**src/rtl/srt_pkg.sv**
```systemverilog
// Shared types and constants for the selective-repeat receive tracker.
// No dependencies; every other file imports this package.
package srt_pkg;

  localparam int SEQ_W     = 16;
  localparam int LEN_W     = 16;
  localparam int WIN_W     = 13;
  localparam int BYTES_W   = 32;
  localparam int TOTAL_W   = 13;
  localparam int TIMER_W   = 16;
  localparam int CFG_IDX_W = 2;
  localparam int CFG_DAT_W = 16;

  localparam logic [TOTAL_W-1:0] TOTAL_RST = 13'd1;
  localparam logic [LEN_W-1:0]   FULL_RST  = 16'd1024;
  localparam logic [LEN_W-1:0]   FINAL_RST = 16'd1024;
  localparam logic [TIMER_W-1:0] GAP_RST   = 16'd5000;
  localparam logic [TIMER_W-1:0] TIMER_SAT = 16'hFFFF;

  typedef enum logic [1:0] {
    KIND_ACK  = 2'd0,
    KIND_NACK = 2'd1,
    KIND_DONE = 2'd2
  } kind_e;

  typedef enum logic [1:0] {
    CMD_TICK = 2'd0,
    CMD_GOOD = 2'd1,
    CMD_BAD  = 2'd2
  } cmd_e;

  typedef enum logic [CFG_IDX_W-1:0] {
    CFG_TOTAL = 2'd0,
    CFG_FULL  = 2'd1,
    CFG_FINAL = 2'd2,
    CFG_GAP   = 2'd3
  } cfg_idx_e;

  typedef enum logic [2:0] {
    B_CLEAR,
    B_IDLE,
    B_LOOK,
    B_MARK,
    B_SCAN,
    B_CHK,
    B_EMIT
  } back_state_e;

  typedef struct packed {
    cmd_e             cmd;
    logic [SEQ_W-1:0] seq;
    logic [LEN_W-1:0] len;
  } cmd_t;

  typedef struct packed {
    kind_e              kind;
    logic [SEQ_W-1:0]   seq;
    logic [WIN_W-1:0]   base;
    logic [BYTES_W-1:0] bytes;
    logic               last;
  } result_t;

endpackage

```
**src/rtl/srt_front.sv**
```systemverilog
// Front end: accepts input items, drops malformed data, classifies the rest.
// Depends on srt_pkg; feeds srt_fifo.
module srt_front import srt_pkg::*; #(
  parameter int MAX_PACKETS = 4096,
  localparam int CNT_W = $clog2(MAX_PACKETS + 1)
) (
  input  logic             in_valid_i,
  output logic             in_ready_o,
  input  logic             operation_i,
  input  logic [SEQ_W-1:0] seq_in_i,
  input  logic [LEN_W-1:0] length_in_i,
  input  logic             crc_ok_i,
  input  logic             session_ok_i,
  input  logic [CNT_W-1:0] limit_i,
  input  logic [LEN_W-1:0] full_len_i,
  input  logic [LEN_W-1:0] final_len_i,
  input  logic             clearing_i,
  input  logic             q_full_i,
  output logic             q_push_o,
  output cmd_t             q_cmd_o
);

  logic [31:0]      seq32;
  logic [31:0]      lim32;
  logic [LEN_W-1:0] expected;
  logic             data_ok;
  logic             accept;

  assign seq32    = 32'(seq_in_i);
  assign lim32    = 32'(limit_i);
  assign expected = (seq32 == lim32 - 32'd1) ? final_len_i : full_len_i;

  assign data_ok = session_ok_i && (seq32 < lim32) && (length_in_i != '0) &&
                   (length_in_i <= full_len_i) && (length_in_i == expected);

  assign in_ready_o = !clearing_i && !q_full_i;
  assign accept     = in_valid_i && in_ready_o;
  assign q_push_o   = accept && (operation_i || data_ok);

  always_comb begin
    q_cmd_o.seq = seq_in_i;
    q_cmd_o.len = length_in_i;
    if (operation_i) begin
      q_cmd_o.cmd = CMD_TICK;
    end else if (crc_ok_i) begin
      q_cmd_o.cmd = CMD_GOOD;
    end else begin
      q_cmd_o.cmd = CMD_BAD;
    end
  end

endmodule

```
**config.mk**
```make
export PLATFORM = sky130hd
export DESIGN_NAME = srt_front
export DESIGN_NICKNAME = d
export VERILOG_FILES = /design/src/rtl/srt_pkg.sv /design/src/rtl/srt_front.sv
export SDC_FILE = /design/constraint.sdc
export NUM_CORES = 1
export LEC_CHECK = 0
export ABC_AREA = 0
export ABC_CLOCK_PERIOD_IN_PS = 6000
export BUFFER_PORTS_ARGS = -buffer_cell sky130_fd_sc_hd__buf_4
export CAP_MARGIN = 20
export CELL_PAD_IN_SITES_DETAIL_PLACEMENT = 1
export CELL_PAD_IN_SITES_GLOBAL_PLACEMENT = 1
export CORE_MARGIN = 10
export CORE_UTILIZATION = 31
export DETAILED_ROUTE_END_ITERATION = 10
export GPL_TIMING_DRIVEN = 0
export PLACE_DENSITY = 0.95
export SLEW_MARGIN = 20
export SYNTH_ARGS = -nofsm -noshare
export SYNTH_HDL_FRONTEND = slang
export SYNTH_SLANG_ARGS = --single-unit
export TNS_END_PERCENT = 50
```
**constraint.sdc**
```tcl
create_clock -name vclk -period 6
set_clock_uncertainty 0.05 [all_clocks]
set_input_delay 1.2 -clock vclk [all_inputs]
set_output_delay 1.2 -clock vclk [all_outputs]
set_load 0.02 [all_outputs]
```
* After elaboration in Yosys (flattened, before gate mapping)
Cells that the tools add are included.
** Word-level totals
- Bits in registers :: 0
** Operators by class
- Multiplexer cells :: 3
- Eq/ne operators :: 2
- Reduce and logical (&&, ||, !) cells :: 11
- Order comparisons :: 2
- $add $sub $neg :: 1
** Operators by type and width (number)
- 16-bit by 32-bit equality test with 1-bit output :: 1
- 16-bit equality test :: 1
- 16-bit <= comparator :: 1
- 16-bit by 13-bit less-than comparator with 1-bit output :: 1
- 16-bit two-way mux :: 1
- 16-bit nonzero test :: 1
- 13-bit by 1-bit subtractor with 14-bit output (second input constant) :: 1
- 1-bit logical AND :: 7
- 2-bit two-way mux :: 2
- 1-bit zero test :: 2
- 1-bit logical OR :: 1

* Depth between registers and ports, before layout
- Depth after elaboration :: 7
- Gate-level depth with buffers :: 13
- Mapped depth without buffers :: 11

* Worst setup path before layout
Ideal clock, no wire load.
- Path type :: in2out
- From :: input limit_i[1]
- To :: output q_push_o
- Setup slack :: 0.696 ns
- Stages on the path :: 13
- Required time :: 4.750 ns
- Path buffers :: 2
- Data arrival time :: 4.054 ns
- Cells stage by stage :: inv_1 > ha_1 > buf_2 > or4b_1 > nor3_1 > o21ai_0 > o31a_1 > or4_1 > buf_6 > nor4_4 > o221ai_2 > a2111oi_2 > a31o_1
** On the way
- Cells in the longest elaborated chain, start to end :: 7
- Elaborated cells between the ends (all ways) :: 11
** RTL lines
- from (decl) :: RTL line srt_front.sv:14 : input logic [CNT_W-1:0] limit_i,
- 13-bit by 1-bit subtractor with 14-bit output or 16-bit by 13-bit less-than comparator with 1-bit output (tied branches) :: RTL line srt_front.sv:31, srt_front.sv:33
- 16-bit by 32-bit equality test with 1-bit output or 1-bit logical AND (tied branches) :: RTL line srt_front.sv:31, srt_front.sv:33
- 16-bit two-way mux or 1-bit logical AND (tied branches) :: RTL line srt_front.sv:31, srt_front.sv:33
- 16-bit equality test or 1-bit logical AND (tied branches) :: RTL line srt_front.sv:34, srt_front.sv:33
- 1-bit logical AND (*) :: RTL line srt_front.sv:34 : (length_in_i <= full_len_i) && (length_in_i == expected);
- 1-bit logical OR (*) :: RTL line srt_front.sv:38 : assign q_push_o = accept && (operation_i || data_ok);
- 1-bit logical AND (*) :: RTL line srt_front.sv:38
- to (decl) :: RTL line srt_front.sv:19 : output logic q_push_o,
Every way passes the cells marked *; elsewhere a longest branch is shown, timed or not.

* Worst setup path in the final report
Ends and elaborated chain as after synthesis.

==> impl_metrics.tcl <==
set metrics [dict create \
    register_area_sq_um 0 \
    dp_hpwl_um 7550 \
    max_freq_mhz 173.6 \
    period_minus_slack_ns 5.759 \
    grt_antenna_before_repair 0 \
    period_share_pct 95.99 \
    ant_nets 0 \
    drive_gt1_share_pct 42.78 \
    slew_headroom_pct 46.15 \
    place_congestion 0.8273 \
    synth_warnings 0 \
    syn_area_sq_um 1928 \
    cp.required_ns 4.75 \
    leakage_nw 1.518 \
    grt_overflow 0 \
    synthTopCellsByArea "ha_1 (19%), buf_4 (12%), xnor2_1 (11%)" \
    synth.net_count 376 \
    status "finished clean" \
    grt_usage_pct 15.74 \
    synth_cells 263 \
    io_buffers 118 \
    met3WireLength_um 426 \
    power-per-cell-area_nw_per_um2 74.01 \
    antenna_cells 0 \
    io-pin-count 119 \
    met2_length_um 4395 \
    crit_type "in -> out" \
    fp.dieArea_sq_um 9774 \
    grt_pass1_wl_um 13270 \
    hold_class "in -> out" \
    grt_pass1_vias 2759 \
    placed_cells 456 \
    core-area_sq_um 5991 \
    nets 496 \
    yosysSeqAreaShare_pct 0 \
    die_width_um 98.87 \
    drtIter0Drc 56 \
    crit_fanout 10 \
    seq_cell_count 0 \
    highest_layer "met4" \
    rsz0062_at_grt "false" \
    finalSetupTns_ns 0 \
    slew_viol_final 0 \
    synth_top_cell_by_area "ha_1" \
    ys_types 54 \
    fillers 753 \
    hold_viol 0 \
    dr.pass1.iters 4 \
    cp_data_arrival_time_ns 4.51 \
    ir_drop_uv 31.45 \
    wl_met1_um 3239 \
    worst_pin_slew_ns 0.7874 \
    post_cts_buffers 0 \
    synth_top_area_share_pct 19.47 \
    cp-start-kind "input pin" \
    die_y_um 98.87 \
    drt_wl_total_um 8274 \
    routedWlPerCell_um 18.14 \
    cap_violations 0 \
    routed-via-count 2358 \
    num_rows 28 \
    remaining_drc_errors 0 \
    grt_max_degree 11 \
    avgSynthCellArea_sq_um 7.331 \
    finalNonFillerCells 456 \
    critical_path.endpoint_type "output pin" \
    clkbuf_count 0 \
    synthToLayoutAreaGrowth_pct 51.07 \
    start_util_pct 32.18 \
    setup_viol 0 \
    via_per_inst 5.171 \
]
[what timing repair did]
action	CTS	global route
hold buffers	0	0
gates resized for setup	0	1
endpoints found under the setup margin	0	1
[stage by stage]
| step | power, mW | hold WS, ns | utilization [%] | worst slack (ns) | cell area (sq um) |
|---|---|---|---|---|---|
| after floorplan | 0.1098 | 2.425 | - | 0.6956 | 1928 |
| after global placement | 0.2040 | 2.607 | 48.54 | 0.2690 | 2908 |
| after detailed placement | 0.2156 | 2.622 | 48.54 | 0.2208 | 2908 |
| after CTS | 0.2169 | 2.622 | 48.54 | 0.2073 | 2908 |
| after global routing | 0.2372 | 2.632 | 48.62 | 0.004679 | 2913 |
| final | 0.2156 | 2.619 | 48.62 | 0.2406 | 2913 |
[worst max-delay path, cell delays in order]
cell,delay [ns]
buf_4,0.13
inv_1,0.08
ha_1,0.13
buf_2,0.19
or4b_1,0.56
nor3_2,0.23
o21ai_0,0.12
o31a_1,0.11
or4_1,0.50
buf_6,0.18
nor4_4,0.28
o221ai_2,0.13
a2111oi_2,0.33
a31o_1,0.19
buf_4,0.13
[synth_stat cells (all sizes together), types with 3 or more instances]
| master | n |
|---|---|
| mux2i | 5 |
| nand3 | 5 |
| ha | 30 |
| nor3 | 5 |
| o21ai | 9 |
| and3 | 4 |
| a31oi | 4 |
| a2111oi | 3 |
| a21oi | 11 |
| nor4 | 9 |
| nand2 | 9 |
| o22ai | 3 |
| or4 | 3 |
| inv | 37 |
| a221oi | 4 |
| nor2 | 12 |
| nand2b | 3 |
| buf | 35 |
| xnor2 | 25 |
| xor2 | 7 |
| nand4 | 9 |
[area by class of cell]
| type | instances | area, sq um | share of cell area [%] |
|---|---|---|---|
| repair buffers | 118 | 885.9 | 30.41 |
| multi-input cells | 191 | 1526 | 52.41 |
| inverters | 37 | 138.9 | 4.768 |
| plain buffers | 35 | 267.8 | 9.192 |
| well taps | 75 | 93.84 | 3.222 |
[path summary, 6_finish.rpt]
path | to | from | depth (start not counted) | slack [ns]
min | q_cmd_o[33] | crc_ok_i | 3 | 2.62
max | q_push_o | limit_i[1] | 15 | 0.24
[where the power goes]
part / switching [mW] / internal [mW] / total [mW]
Combinational: 0.106 / 0.109 / 0.216
Sequential: 0 / 0 / 0
Clock: 0 / 0 / 0
[cells in the final DEF (no fill, tap or decap), types with 3 or more instances in the layout]
cell type  instances
inv_1             37
nand2b_1           3
nand3_1            5
nand2_1            9
o21ai_0            8
nor2_1            12
buf_4            150
mux2i_1            5
nand4_1            9
o22ai_1            3
a221oi_1           4
and3_1             4
a21oi_1           11
a31oi_1            4
xor2_1             7
xnor2_1           25
nor4_1             8
nor3_1             4
ha_1              30
[routing by layer]
| metal | vias to the layer above | track usage [%] |
|---|---|---|
| met5 | - | 0 |
| met4 | 0 | 3.749 |
| met3 | 18 | 3.003 |
| met2 | 76 | 30.46 |
| met1 | 1108 | 16.85 |
| li1 | 1156 | - |
[cells by family (layout without fill, tap and decap cells)]
kind of cell    Yosys count  in the layout  synth area share [%]
simple gates             70             70                 21.22
compound gates           53             53                 20.51
fa+ha+maj                30             30                 19.47
xor+xnor                 32             32                 14.54
buf+inv                  72            190                 21.09
mux                       6              6                 3.180
Power figures use the tool's default switching activity.
