$ cat src/rtl/srt_pkg.sv
// Shared types and constants for the selective-repeat receive tracker.
// No dependencies; every other file imports this package.
package srt_pkg;

  localparam int SEQ_W     = 16;
  localparam int LEN_W     = 16;
  localparam int WIN_W     = 13;
  localparam int BYTES_W   = 32;
  localparam int TOTAL_W   = 13;
  localparam int TIMER_W   = 16;
  localparam int CFG_IDX_W = 2;
  localparam int CFG_DAT_W = 16;

  localparam logic [TOTAL_W-1:0] TOTAL_RST = 13'd1;
  localparam logic [LEN_W-1:0]   FULL_RST  = 16'd1024;
  localparam logic [LEN_W-1:0]   FINAL_RST = 16'd1024;
  localparam logic [TIMER_W-1:0] GAP_RST   = 16'd5000;
  localparam logic [TIMER_W-1:0] TIMER_SAT = 16'hFFFF;

  typedef enum logic [1:0] {
    KIND_ACK  = 2'd0,
    KIND_NACK = 2'd1,
    KIND_DONE = 2'd2
  } kind_e;

  typedef enum logic [1:0] {
    CMD_TICK = 2'd0,
    CMD_GOOD = 2'd1,
    CMD_BAD  = 2'd2
  } cmd_e;

  typedef enum logic [CFG_IDX_W-1:0] {
    CFG_TOTAL = 2'd0,
    CFG_FULL  = 2'd1,
    CFG_FINAL = 2'd2,
    CFG_GAP   = 2'd3
  } cfg_idx_e;

  typedef enum logic [2:0] {
    B_CLEAR,
    B_IDLE,
    B_LOOK,
    B_MARK,
    B_SCAN,
    B_CHK,
    B_EMIT
  } back_state_e;

  typedef struct packed {
    cmd_e             cmd;
    logic [SEQ_W-1:0] seq;
    logic [LEN_W-1:0] len;
  } cmd_t;

  typedef struct packed {
    kind_e              kind;
    logic [SEQ_W-1:0]   seq;
    logic [WIN_W-1:0]   base;
    logic [BYTES_W-1:0] bytes;
    logic               last;
  } result_t;

endpackage

$ cat src/rtl/srt_fifo.sv
// Short command queue between front end and back end.
// Depends on srt_pkg for the command type.
module srt_fifo import srt_pkg::*; #(
  parameter int DEPTH = 4,
  localparam int PW = $clog2(DEPTH),
  localparam int CW = $clog2(DEPTH + 1)
) (
  input  logic clk_i,
  input  logic rst_ni,
  input  logic push_i,
  input  cmd_t din_i,
  output logic full_o,
  input  logic pop_i,
  output cmd_t dout_o,
  output logic empty_o
);

  cmd_t          mem_q [DEPTH];
  logic [PW-1:0] wr_q, wr_d;
  logic [PW-1:0] rd_q, rd_d;
  logic [CW-1:0] cnt_q, cnt_d;

  assign full_o  = (cnt_q == CW'(DEPTH));
  assign empty_o = (cnt_q == '0);
  assign dout_o  = mem_q[rd_q];

  always_comb begin
    wr_d  = wr_q;
    rd_d  = rd_q;
    cnt_d = cnt_q;
    if (push_i) begin
      wr_d = (wr_q == PW'(DEPTH - 1)) ? '0 : wr_q + PW'(1);
    end
    if (pop_i) begin
      rd_d = (rd_q == PW'(DEPTH - 1)) ? '0 : rd_q + PW'(1);
    end
    if (push_i && !pop_i) begin
      cnt_d = cnt_q + CW'(1);
    end else if (pop_i && !push_i) begin
      cnt_d = cnt_q - CW'(1);
    end
  end

  always_ff @(posedge clk_i or negedge rst_ni) begin
    if (!rst_ni) begin
      wr_q  <= '0;
      rd_q  <= '0;
      cnt_q <= '0;
    end else begin
      wr_q  <= wr_d;
      rd_q  <= rd_d;
      cnt_q <= cnt_d;
    end
  end

  always_ff @(posedge clk_i) begin
    if (push_i) begin
      mem_q[wr_q] <= din_i;
    end
  end

endmodule

$ cat config.mk
export PLATFORM = sky130hd
export DESIGN_NAME = srt_fifo
export DESIGN_NICKNAME = d
export VERILOG_FILES = /design/src/rtl/srt_pkg.sv /design/src/rtl/srt_fifo.sv
export SDC_FILE = /design/constraint.sdc
export NUM_CORES = 1
export LEC_CHECK = 0
export ABC_AREA = 1
export BUFFER_PORTS_ARGS = -buffer_cell sky130_fd_sc_hd__buf_2
export CAP_MARGIN = 30
export CORE_ASPECT_RATIO = 0.5
export CORE_UTILIZATION = 54
export CTS_BUF_LIST = sky130_fd_sc_hd__clkbuf_8
export DETAILED_ROUTE_END_ITERATION = 8
export PLACE_DENSITY = 0.78
export SLEW_MARGIN = 20
export SYNTH_ARGS = -nofsm -noshare
export SYNTH_HDL_FRONTEND = slang
export SYNTH_SLANG_ARGS = --single-unit
$ cat constraint.sdc
create_clock -name clk_i -period 1.8 [get_ports clk_i]
set_input_delay 0.09 -clock clk_i [delete_from_list [all_inputs] [get_ports clk_i]]
set_output_delay 0.09 -clock clk_i [all_outputs]
set_load 0.02 [all_outputs]
# Yosys cells after proc, flatten, opt, wreduce, memory -nomap -nowiden
# Memory sizes are Yosys's and may differ from the RTL's.
# Cells that the tools add are included.
# word_totals
memories	1
mem_bits_rw	136
output_inout_bits	36
word_cells	23
regBits	7
# memory_table
name	depth	width	rd	rd_clocked_by_memory_dff	wr	line_no	source
mem_q	4	34	1	0	1	srt_fifo.sv:18	cmd_t mem_q [DEPTH];
# classes
addsub	4
mux	6
eq_ne	3
n_reduce_logical	6
# op_table
op	count
2-to-1 mux 3 bit	2
adder 2 x 1 -> 2 bit (second input constant)	2
equality test 2 bit (second input constant)	2
2-to-1 mux 2 bit	2
adder 3 x 1 -> 3 bit (second input constant)	1
equality test 3 bit (second input constant)	1
logical NOT 3 bit	1
subtractor 3 x 1 -> 3 bit (second input constant)	1
logical AND 1 bit	2
logical NOT 1 bit	2
2-to-1 mux 1 bit	2
nonzero test 2 bit	1

# Longest topological paths before layout
# logic_depth
word_depth	4
mapped_depth	9
mapped_depth_nobuf	9

# Least setup slack after synthesis
# No wires, ideal clock.
# synth_timing
path_kind	reg2reg
startpoint	register wr_q[0]
endpoint	memory mem_q[0][0] (netlist name) (enable)
n_path_buf	0
stages_incl_launch_ff	5
synth_period_minus_slack_ps	1721
setup_time_ps	389
t_arrival_ps	1332
path_slack_ps	79
path_cell_list	dfrtp_1 inv_1 ha_1 nand2_1 inv_1
# synth_rtl
element	line_no	source
start, declared	srt_fifo.sv:19	logic [PW-1:0] wr_q, wr_d;
start signal, assigned	srt_fifo.sv:50	wr_q <= wr_d;
end, declared	srt_fifo.sv:18	
# No word-level cell before the write port.

==> impl_metrics.env <==
export IMPL_post_synth_num_cell_types=18
export IMPL_postSynthCellCount=449
export IMPL_critPathMaxStageDelay_ns=0.48
export IMPL_firstDrtPassIters=5
export IMPL_crit_path_cell_trace="inv_4, clkbuf_16, nand2_1, o211ai_1, nand2_1, buf_2"
export IMPL_worst_pin_slew_ns=0.298
export IMPL_grt_pass1_wl_mm=15.9
export IMPL_area_growth_syn_to_layout_pct=26.2
export IMPL_viasPerCell=5.05
export IMPL_worstHoldStart="din_i[32]"
export IMPL_synth_top_area_share_pct=69.5
export IMPL_whs_endpoint="mem_q[3][32]$_DFFE_PP_"
export IMPL_postRouteAntennaNets=0
export IMPL_start_util_pct=56.7
export IMPL_drc=0
export IMPL_cp_depth=6
export IMPL_drive_above_1_share_pct=21.4
export IMPL_muxShareOfSynthArea_pct=0
export IMPL_clkTransAtPathRegs_ns=0.08
export IMPL_setup_viol=0
export IMPL_vdd_drop_max_mv=0.614
export IMPL_die_x_um=150
export IMPL_leakagePower_nw=3.08
export IMPL_netlist_top_cells_area="edfxtp_1, o211ai_1, nand2_1"
export IMPL_period_share_pct=98.3
export IMPL_ys_seq_area_share_pct=72.4
export IMPL_synth_yosys_warnings=0
export IMPL_synth_xor_area_share_pct=0.149
export IMPL_timing_rr_start="wr_q[0]$_DFFE_PN0P_"
export IMPL_status="finished clean"
export IMPL_clockPowerShare_pct=24.5
export IMPL_wire_per_inst_um=15.7
export IMPL_finalPower_w=0.0116
export IMPL_hold_viol=0
export IMPL_cts_buffers=17
export IMPL_cp_required_ns=1.71
export IMPL_synth_compound_area_share_pct=9.02
export IMPL_num_nets_final=622
export IMPL_fmax_ghz=0.565
export IMPL_synth_area_mm2=0.00588
export IMPL_crit_arrival_ns=1.68
export IMPL_insertedDiodeCount=0
export IMPL_ys_ff_latch=143
export IMPL_holdPathStages=2
export IMPL_io_pins=74
export IMPL_path_delay_family="buffers and inverters"
export IMPL_place_port_buffers=73
export IMPL_yosysTopAreaCell="edfxtp_1"
export IMPL_tritoncts="yes"
export IMPL_place_gp_congestion=0.748
export IMPL_htreeDepth=4
export IMPL_synth_top_family_by_area="compound AO/OA/AOI/OAI gates"
export IMPL_clk_latency_ns=0.43
export IMPL_cts_root_buf="clkbuf_8"
export IMPL_rows=26
export IMPL_core_mm2=0.0104
export IMPL_cp_start_kind="flop"
export IMPL_hp_class="in2reg"
export IMPL_path_common_cell="nand2_1"
export IMPL_grt_pass1_vias=3319
export IMPL_worst_r2r_cell_count=5
export IMPL_endpoint_kind="primary output"
export IMPL_power_frac_comb_pct=36.7
export IMPL_yosys_area_share_simple_pct=7.96
export IMPL_r2r_end="mem_q[0][22]$_DFFE_PP_"
export IMPL_clock_path_buffers=2
export IMPL_dieArea_mm2=0.0113
export IMPL_cts_sinks=143
export IMPL_sequentialPowerShare_pct=38.8
export IMPL_period_needed_ns=1.77
export IMPL_power_density_mw_per_mm2=1560
export IMPL_switching_share_pct=35.1
export IMPL_gr_usage_met1_pct=23.3
export IMPL_criticalPathCategory="reg2out"
export IMPL_reg2reg_setup_slack_ns=0.40
export IMPL_path_buf_inv=3
export IMPL_num_vias=3690
export IMPL_relSlewSlack_pct=80.1
export IMPL_finClkSkew_ns=0.0116
export IMPL_grt_usage_pct=19.2
export IMPL_antenna_found_initial=0
export IMPL_final_max_slew_viol_count=0
export IMPL_grtUsageMet3_pct=5.27
export IMPL_final_fill_count=649
export IMPL_p_int_w=0.00750
export IMPL_wirelength_mm=11.5
export IMPL_die_h_um=75.8
export IMPL_drt_iter0_drc=248
export IMPL_avgSynthCellArea_um2=13.1
export IMPL_slowest_stage="dfrtp_2"
export IMPL_syn_num_nets=494
export IMPL_grt_use_met2_pct=33.6
export IMPL_grt_overflow=0
export IMPL_maxCapViolations=0
export IMPL_dp_hpwl_mm=5.81
export IMPL_gr_max_usage_layer="met2"
export IMPL_rsz0062_at_grt="true"
export IMPL_p_switching_w=0.00405
export IMPL_synth_fa_ha_area_share_pct=1.62
export IMPL_placed_cell_area_mm2=0.00640
export IMPL_grt_max_degree=45
export IMPL_final_area_mm2=0.00742
export IMPL_cp_max_fo=15
==> power by group through the flow <==
stage / sequential [W] / combinational (W) / clock [W]
floorplan: 0.00449 / 0.00273 / 0
global placement: 0.00449 / 0.00370 / 0
detailed placement: 0.00452 / 0.00377 / 0
CTS: 0.00445 / 0.00386 / 0.00287
global route: 0.00453 / 0.00463 / 0.00300
finish: 0.00448 / 0.00424 / 0.00284
==> registers in the layout (all words and copies together), names as in the netlist <==
name,cells
mem_q,136
cnt_q,3
wr_q,2
rd_q,2
==> how the worst max path moves through the flow <==
stage	end	from	slack, ns
after floorplan	mem_q[0][0]$_DFFE_PP_	wr_q[0]$_DFFE_PN0P_	0.08
after global placement	mem_q[0][24]$_DFFE_PP_	wr_q[0]$_DFFE_PN0P_	0.45
after detailed placement	mem_q[0][24]$_DFFE_PP_	wr_q[0]$_DFFE_PN0P_	0.44
after CTS	dout_o[26]	rd_q[0]$_DFFE_PN0P_	0.008
after global routing	dout_o[25]	rd_q[0]$_DFFE_PN0P_	-0.05
final	dout_o[21]	rd_q[0]$_DFFE_PN0P_	0.03
==> synthesized netlist by cell type <==
cell and n:
edfxtp_1 136, nand2_1 118, inv_1 79, o211ai_1 68
buf_6 15, dfrtp_1 7, ha_1 6, buf_4 4
buf_2 3, o21ai_0 3, inv_2 2, nor3_1 2
fa_1 1, nand3_1 1, nand4_1 1, nor2_1 1
o21ai_1 1, xnor2_1 1
==> placed cells by master (no fill, tap or decap), drive strengths merged <==
cell	count
buf	86
bufinv	5
clkbuf	22
clkinv	13
clkinvlp	2
dfrtp	7
dlygate4sd3	39
edfxtp	136
fa	1
ha	6
inv	77
nand2	118
nand3	1
nand4	1
nor2	1
nor3	2
o211ai	68
o21ai	4
xnor2	1
==> layout make-up <==
| type | instances | area, um2 | share of cell area (%) |
|---|---|---|---|
| clock buffer | 17 | 234 | 3.15 |
| clock inverter | 15 | 219 | 2.95 |
| inverter | 81 | 317 | 4.27 |
| multi-input combinational | 203 | 1100 | 14.9 |
| sequential | 143 | 4260 | 57.4 |
| tap | 140 | 175 | 2.36 |
| timing repair buffer | 130 | 1110 | 14.9 |
| timing repair inverter | 1 | 6.26 | 0.0843 |
==> worst reg2reg max path: stages (launching register included) <==
cell      delay [ns]
dfrtp_1         0.41
inv_1           0.12
ha_1            0.15
nand2_1         0.06
clkinv_1        0.11
buf_12          0.24
==> per-layer routing <==
layer / up-vias / share of wire, %
met5: - / 0
met4: 0 / 0.92
met3: 14 / 6.4
met2: 121 / 51
met1: 1736 / 41
li1: 1819 / -
==> through the flow <==
| stage | hold WS [ns] | worst slack [ns] | util (%) | std cells | setup TNS [ns] |
|---|---|---|---|---|---|
| 2_1_floorplan | -0.206 | 0.0792 | - | 449 | 0 |
| 5_1_grt | 0.387 | -0.0458 | 71.5 | 730 | -0.390 |
| 3_3_place_gp | -0.0692 | 0.453 | 61.6 | 650 | 0 |
| 4_1_cts | 0.379 | 0.00780 | 69.8 | 721 | 0 |
| 6_report | 0.408 | 0.0298 | 71.5 | 730 | 0 |
| 3_5_place_dp | -0.0644 | 0.437 | 61.6 | 650 | 0 |
==> what timing repair did <==
| item | in CTS | in global routing |
|---|---|---|
| resized for setup | 1 | 9 |
| hold endpoints to repair | 147 | 0 |
| setup endpoints to repair | 1 | 31 |
| pin swaps | 0 | 2 |
| cloned | 0 | 8 |
| hold buffers | 39 | 0 |
| buffers inserted | 0 | 1 |
==> cells by family after synthesis <==
kind of cell	after synthesis
flops	143
fa+ha+maj	7
buf+inv	103
simple gates	123
xor+xnor	1
compound gates	72
No activity file was read; power rests on OpenSTA's default activity.
